--- src/rtl/greedy_nearest_worker_match_defines.svh ---
// Assertion macros for the greedy nearest worker matcher.
// No dependencies; included by the modules that carry assertions.
`ifndef GREEDY_NEAREST_WORKER_MATCH_DEFINES_SVH
`define GREEDY_NEAREST_WORKER_MATCH_DEFINES_SVH

// Same-cycle implication, disabled during reset.
`define GNWM_ASSERT_NOW(name, clk, rst, ante, cons, msg) \
   name: assert property (@(posedge clk) disable iff (rst) (ante) |-> (cons)) \
      else $error(msg);

// Next-cycle implication, disabled during reset.
`define GNWM_ASSERT_NEXT(name, clk, rst, ante, cons, msg) \
   name: assert property (@(posedge clk) disable iff (rst) (ante) |=> (cons)) \
      else $error(msg);

`endif

--- src/rtl/gnwm_pkg.sv ---
// Shared types and constants for the greedy nearest worker matcher.
// No dependencies.
package gnwm_pkg;

   localparam int MAX_WORKERS_DEF = 1024;
   localparam int COORD_BITS      = 16;
   localparam int TIME_BITS       = 32;
   localparam int OP_BITS         = 2;
   localparam int IDX_OUT_BITS    = 10;
   localparam int DIST_BITS       = 2 * COORD_BITS + 1;
   localparam int REQ_DATA_BITS   = 2 * COORD_BITS + TIME_BITS;
   localparam int RSP_DATA_BITS   = ((DIST_BITS + IDX_OUT_BITS + 7) / 8) * 8;
   localparam int RSP_PAD_BITS    = RSP_DATA_BITS - DIST_BITS - IDX_OUT_BITS;

   typedef enum logic [OP_BITS-1:0] {
      OP_LOAD  = 2'd0,
      OP_MATCH = 2'd1,
      OP_CLEAR = 2'd2
   } op_type;

   typedef enum logic [1:0] {
      ST_IDLE,
      ST_SCAN,
      ST_FINISH
   } state_type;

   typedef struct packed {
      logic load;     // store worker from request
      logic clear;    // empty the store
      logic start;    // latch task, reset scan
      logic scan_en;  // step the scan
      logic finish;   // commit winner, load response
   } cmd_type;

   typedef struct packed {
      logic scan_busy;  // entries left or still in flight
      logic rsp_free;   // response register can take a new result
   } sts_type;

endpackage

--- src/rtl/gnwm_ctrl.sv ---
// Controller state machine for the greedy nearest worker matcher.
// Depends on gnwm_pkg.
module gnwm_ctrl (
   input  logic                          clock,
   input  logic                          reset,
   input  logic                          req_tvalid,
   input  logic [gnwm_pkg::OP_BITS-1:0]  req_tuser,
   output logic                          req_tready,
   output gnwm_pkg::cmd_type             cmd,
   input  gnwm_pkg::sts_type             sts
);
   import gnwm_pkg::*;

   state_type state_ff, state_in;
   logic      accept;

   assign accept = req_tvalid && (state_ff == ST_IDLE);

   always_ff @(posedge clock) begin
      if (reset) begin
         state_ff <= ST_IDLE;
      end else begin
         state_ff <= state_in;
      end
   end

   always_comb begin
      state_in = state_ff;
      unique case (state_ff)
         ST_IDLE: begin
            if (accept && (req_tuser == OP_MATCH)) state_in = ST_SCAN;
         end
         ST_SCAN: begin
            if (!sts.scan_busy) state_in = ST_FINISH;
         end
         ST_FINISH: begin
            if (sts.rsp_free) state_in = ST_IDLE;
         end
         default: begin
            state_in = ST_IDLE;
         end
      endcase
   end

   always_comb begin
      cmd        = '0;
      req_tready = (state_ff == ST_IDLE);
      unique case (state_ff)
         ST_IDLE: begin
            if (accept) begin
               unique case (req_tuser)
                  OP_LOAD:  cmd.load  = 1'b1;
                  OP_MATCH: cmd.start = 1'b1;
                  OP_CLEAR: cmd.clear = 1'b1;
                  default:  ;  // unused code, dropped
               endcase
            end
         end
         ST_SCAN: begin
            cmd.scan_en = 1'b1;
         end
         ST_FINISH: begin
            cmd.finish = sts.rsp_free;
         end
         default: ;
      endcase
   end

endmodule

--- config.mk ---
export PLATFORM = sky130hd
export DESIGN_NAME = gnwm_ctrl
export DESIGN_NICKNAME = d
export VERILOG_FILES = /design/src/rtl/greedy_nearest_worker_match_defines.svh /design/src/rtl/gnwm_pkg.sv /design/src/rtl/gnwm_ctrl.sv
export SDC_FILE = /design/constraint.sdc
export NUM_CORES = 1
export LEC_CHECK = 0
export ABC_AREA = 1
export ABC_CLOCK_PERIOD_IN_PS = 800
export BUFFER_PORTS_ARGS = -buffer_cell sky130_fd_sc_hd__buf_2
export CAP_MARGIN = 20
export CORE_AREA = 10 10 47 49
export CTS_BUF_LIST = sky130_fd_sc_hd__clkbuf_16
export CTS_CLUSTER_DIAMETER = 30
export CTS_CLUSTER_SIZE = 30
export DETAILED_ROUTE_END_ITERATION = 10
export DIE_AREA = 0 0 57 59
export GPL_TIMING_DRIVEN = 0
export PLACE_DENSITY = 0.37
export SLEW_MARGIN = 10
export SYNTH_ARGS = -nofsm -noshare
export SYNTH_HDL_FRONTEND = slang
export SYNTH_SLANG_ARGS = --single-unit
--- constraint.sdc ---
create_clock -name clock -period 0.8 [get_ports clock]
set_input_delay 0.08 -clock clock [delete_from_list [all_inputs] [get_ports clock]]
set_output_delay 0.08 -clock clock [all_outputs]
set_load 0.05 [all_outputs]
== Word level (Yosys, flattened, before mapping) ==
Index checks and enable logic that the tools add are counted.

* Flip-flop bits (word level): 2
* Bits in latches: 0
* Bits in writable memories: 0
* Bits in read-only memories: 0
* Bits of input ports: 7
* Output and inout port bits: 6
* Logic and storage cells: 24
* Memories kept: 0

* $add $sub $neg: 0
* Multiply operators: 0
* Div/mod/pow operators: 0
* $lt $le $gt $ge: 0
* Eq/ne operators: 7
* Shift-type cells: 0
* Multiplexer cells: 11
* Bitwise gates (word level): 0
* Reductions and logical operators: 5

{| class="wikitable"
|+ Operator list
! operator !! count
|-
| $mux 2 || 3
|-
| $mux 3 || 2
|-
| $pmux 2 s3 || 1
|-
| $mux 1 || 5
|-
| $eq 2x1->1 const B || 2
|-
| $eq 2x2->1 const B || 2
|-
| $logic_not 2->1 || 2
|-
| $ne 2x2->1 const B || 2
|-
| $reduce_and 3->1 || 1
|-
| $logic_and 1x1->1 || 2
|-
| $ne 2x1->1 const B || 1
|}

== Logic depth before layout (Yosys ltp) ==
* Word-level depth: 5
* Depth in mapped cells: 4
* Depth with buffers taken out: 4

== Worst setup path after synthesis ==
OpenSTA, ideal clock, no wires.

* Path kind: reg2out
* From: reg state_ff[1]
* To: out cmd[3] (netlist bit)
* Arrival: 1,668 ps
* Data required time: 720 ps
* Path slack: -948 ps
* Cell stages (with the launch flop): 4
* Buffers on the path: 0
* Cells stage by stage: dfxtp_1 -> nor2_2 -> nand2_1 -> nor2_1

{| class="wikitable"
|+ RTL lines
! what !! line !! text
|-
| start: declaration || gnwm_ctrl.sv:14 || <nowiki>state_type state_ff, state_in;</nowiki>
|-
| start signal: assignment || gnwm_ctrl.sv:23 || <nowiki>state_ff <= state_in;</nowiki>
|-
| end: declaration || gnwm_ctrl.sv:9 || <nowiki>output gnwm_pkg::cmd_type cmd,</nowiki>
|}

==> metrics.txt <==
start of the worst register-to-register path state_ff[0]; final cell area excluding filler cells approximately 420 um2; core box area between 1000 and 1500 um2; Final Routed Wirelength around 530 um; Congestion Overflow GR 0; layout cell share with drive strength beyond 1 0.800; top-area cell type share of the netlist area 0.276; Register-to-Register Path Depth 5; adder and majority cell fraction of the synthesized area 0; top-level I/O count 13; maximum number of pins on one net before global-route repair 5; largest area contributor in the netlist sky130_fd_sc_hd__dfxtp_1; Slowest Stage Delay on Critical Path 0.35 ns; Worst Max-Slew Pin Slew around 0.14 ns; post-synthesis net count 29; required time of the critical path around 0.72 ns; setup repair after global routing missed its margin true; TritonCTS Buffers 3; count of flip-flops with a built-in enable after synthesis 0; combinational family with the most area after synthesis simple AND/OR/NAND/NOR gates; H-tree depth 1; final max-slew violation count 0; clk buf depth 2; commonest cells in the netlist sky130_fd_sc_hd__nand2_1, sky130_fd_sc_hd__inv_1, sky130_fd_sc_hd__nor2_1, sky130_fd_sc_hd__dfxtp_1; Seq cells post-synth 2; top register by number of flip-flops state_ff; biggest fanout along the worst timing path 4; aggregate global-route resource usage 0.0371; average footprint of a synthesized cell around 6.6 um2; worst reg2reg path endpoint state_ff[1]; clock net sink count 2; Residual DRC 0; Cell Count, Final, Fillers Out between 50 and 60; Worst Hold Path EP state_ff[1]; final hold vios 0; ordered cell list for the critical path nor2_4, nand2_4, nor3_4, buf_6; count of placed standard cells including taps 50; number of detailed-routing iterations run before antenna repair 1; via count of the first global-routing pass 230; headroom to the max-slew limit 0.909; Final Setup Violations 8; post-synthesis instance area around 150 um2; routed length per placed instance 9.46 um; top flop regs state_ff: 2 flops; critical path class register to primary output; number of different library cells in the post-synthesis netlist 12; global-route wire length before repair between 900 and 1000 um; Routability Congestion 0.629; start point of the worst min-delay path reset; Detailed Place HPWL between 300 and 400 um; R2R setup slack -0.07 ns; clock input transition at the sequential cells of the worst setup and hold paths roughly 0.030 ns; area share of xor/xnor cells in the synthesized design 0; run status finished with violations; clock tree from TritonCTS done; leakage ~0.18 nW; share of the yosys chip area belonging to registers 0.276; flip-flop cell with the highest count after synthesis sky130_fd_sc_hd__dfxtp_1; highest clock frequency the design can meet between 0.8 and 0.9 GHz; kind of start point of the critical path register; x dimension of the die 57 um; aggregate negative setup slack -1.81 ns; row count 14; worst hold path depth 2; area fraction in compound gates after synthesis 0.0948; area after detailed placement between 200 and 300 um2; number of maximum-capacitance violations 0; number of flip-flops in the largest register 2; crit end category primary output; mux cell area share after synthesis 0; number of port buffers 12; Area Overhead vs Synth 190%; starting DRC count in detailed routing 0; Net count, final slightly below 50; number of antenna cells inserted 0; area of the die roughly 3400 um2; clock latency of the later-clocked register in the worst-skew pair 0.22 ns; setup skew after layout 0.000745 ns; mean number of vias per cell between 3 and 4; slowest stage cell, crit path sky130_fd_sc_hd__dfxtp_4; slack of the critical path -0.364 ns; master cell of the clock root buffer sky130_fd_sc_hd__clkbuf_16; starting density of the core 0.104; Post-Syn Instances 22; shortest clock period the worst path allows after layout approximately 1.2 ns; vias between 150 and 200; initial antenna violation count 0; Syn. warnings 0; failing checks negative setup slack; ranking of synthesized cells by area sky130_fd_sc_hd__dfxtp_1, sky130_fd_sc_hd__nand2_1, sky130_fd_sc_hd__inv_1, sky130_fd_sc_hd__nor2_1, sky130_fd_sc_hd__nor2_4; fraction of registers with async set or reset after synthesis 0; number of hold buffers added after CTS 0; arrival time at the worst endpoint 1.08 ns; Pwr Density 2400 nW/um2; number of fill cells in the layout 162; most used standard cell by instance count after synthesis sky130_fd_sc_hd__nand2_1; Hold Path Class primary input to register; synthesized-area fraction occupied by and/or/nand/nor cells 0.500; antenna-violating nets left 0; post-route fraction of the period consumed by the critical path 1.45; largest vdd supply drop around 0.0009 V; floorplan die height just under 60 um
[cell type report]
type	count	area, um2	area share
clock buffers	3	75.1	0.179
inverters	5	22.5	0.0536
multi-input cells	15	126	0.301
flip-flops and latches	2	45.0	0.107
well taps	16	20.0	0.0476
repair buffers	15	131	0.313
[cell families after synthesis]
group / count (synthesis)
flops: 2
compound gates: 2
simple gates: 13
buf+inv: 5
[power breakdown]
group	switching (mW)	total, mW	internal, mW
clock	0.112	0.748	0.636
sequential	0.00389	0.105	0.101
combinational	0.0919	0.155	0.0633
total	0.208	1.01	0.800
[repair_timing]
action	4_1_cts	5_1_grt
setup buffers	0	3
resized for setup	13	7
pin swaps	3	2
setup endpoints to repair	8	8
[cell usage in the layout, fill, tap and decap left out, types with 2 or more instances in the layout]
cell                        count
sky130_fd_sc_hd__buf_6          3
sky130_fd_sc_hd__buf_2          6
sky130_fd_sc_hd__clkbuf_16      3
sky130_fd_sc_hd__nor2_4         4
sky130_fd_sc_hd__a21oi_2        2
sky130_fd_sc_hd__nand2_1        3
sky130_fd_sc_hd__buf_8          3
sky130_fd_sc_hd__buf_4          3
sky130_fd_sc_hd__inv_1          3
[worst max path at each step]
stage                     start     end  slack [ns]  cells past startpoint
floorplan           state_ff[1]  cmd[4]       -0.55                      3
global placement    state_ff[1]  cmd[4]       -0.30                      4
detailed placement  state_ff[1]  cmd[4]       -0.29                      4
CTS                 state_ff[1]  cmd[4]       -0.38                      4
global route        state_ff[1]  cmd[4]       -0.42                      4
finish              state_ff[1]  cmd[4]       -0.36                      4
[per-stage QoR]
stage	hold slack (ns)	utilization	power (mW)	setup WS, ns
global placement	0.262	0.188	0.231	-0.296
detailed placement	0.263	0.188	0.230	-0.290
global route	0.0468	0.300	1.05	-0.416
floorplan	0.142	-	0.193	-0.546
finish	0.0384	0.300	1.01	-0.364
CTS	0.0264	0.270	1.01	-0.379
[worst max-delay path: cells and delay by family (launching register included)]
kind | cells | cell delay [ns]
flops | 1 | 0.35
simple gates | 3 | 0.33
buf+inv | 1 | 0.18
[layer usage]
layer,GRT usage,vias to the layer above,share of wire
met5,0,-,0
met4,0.0503,0,0.043
met3,0.0215,2,0.13
met2,0.0527,9,0.45
met1,0.0318,84,0.37
li1,-,103,-
No activity file was read; power rests on OpenSTA's default activity.
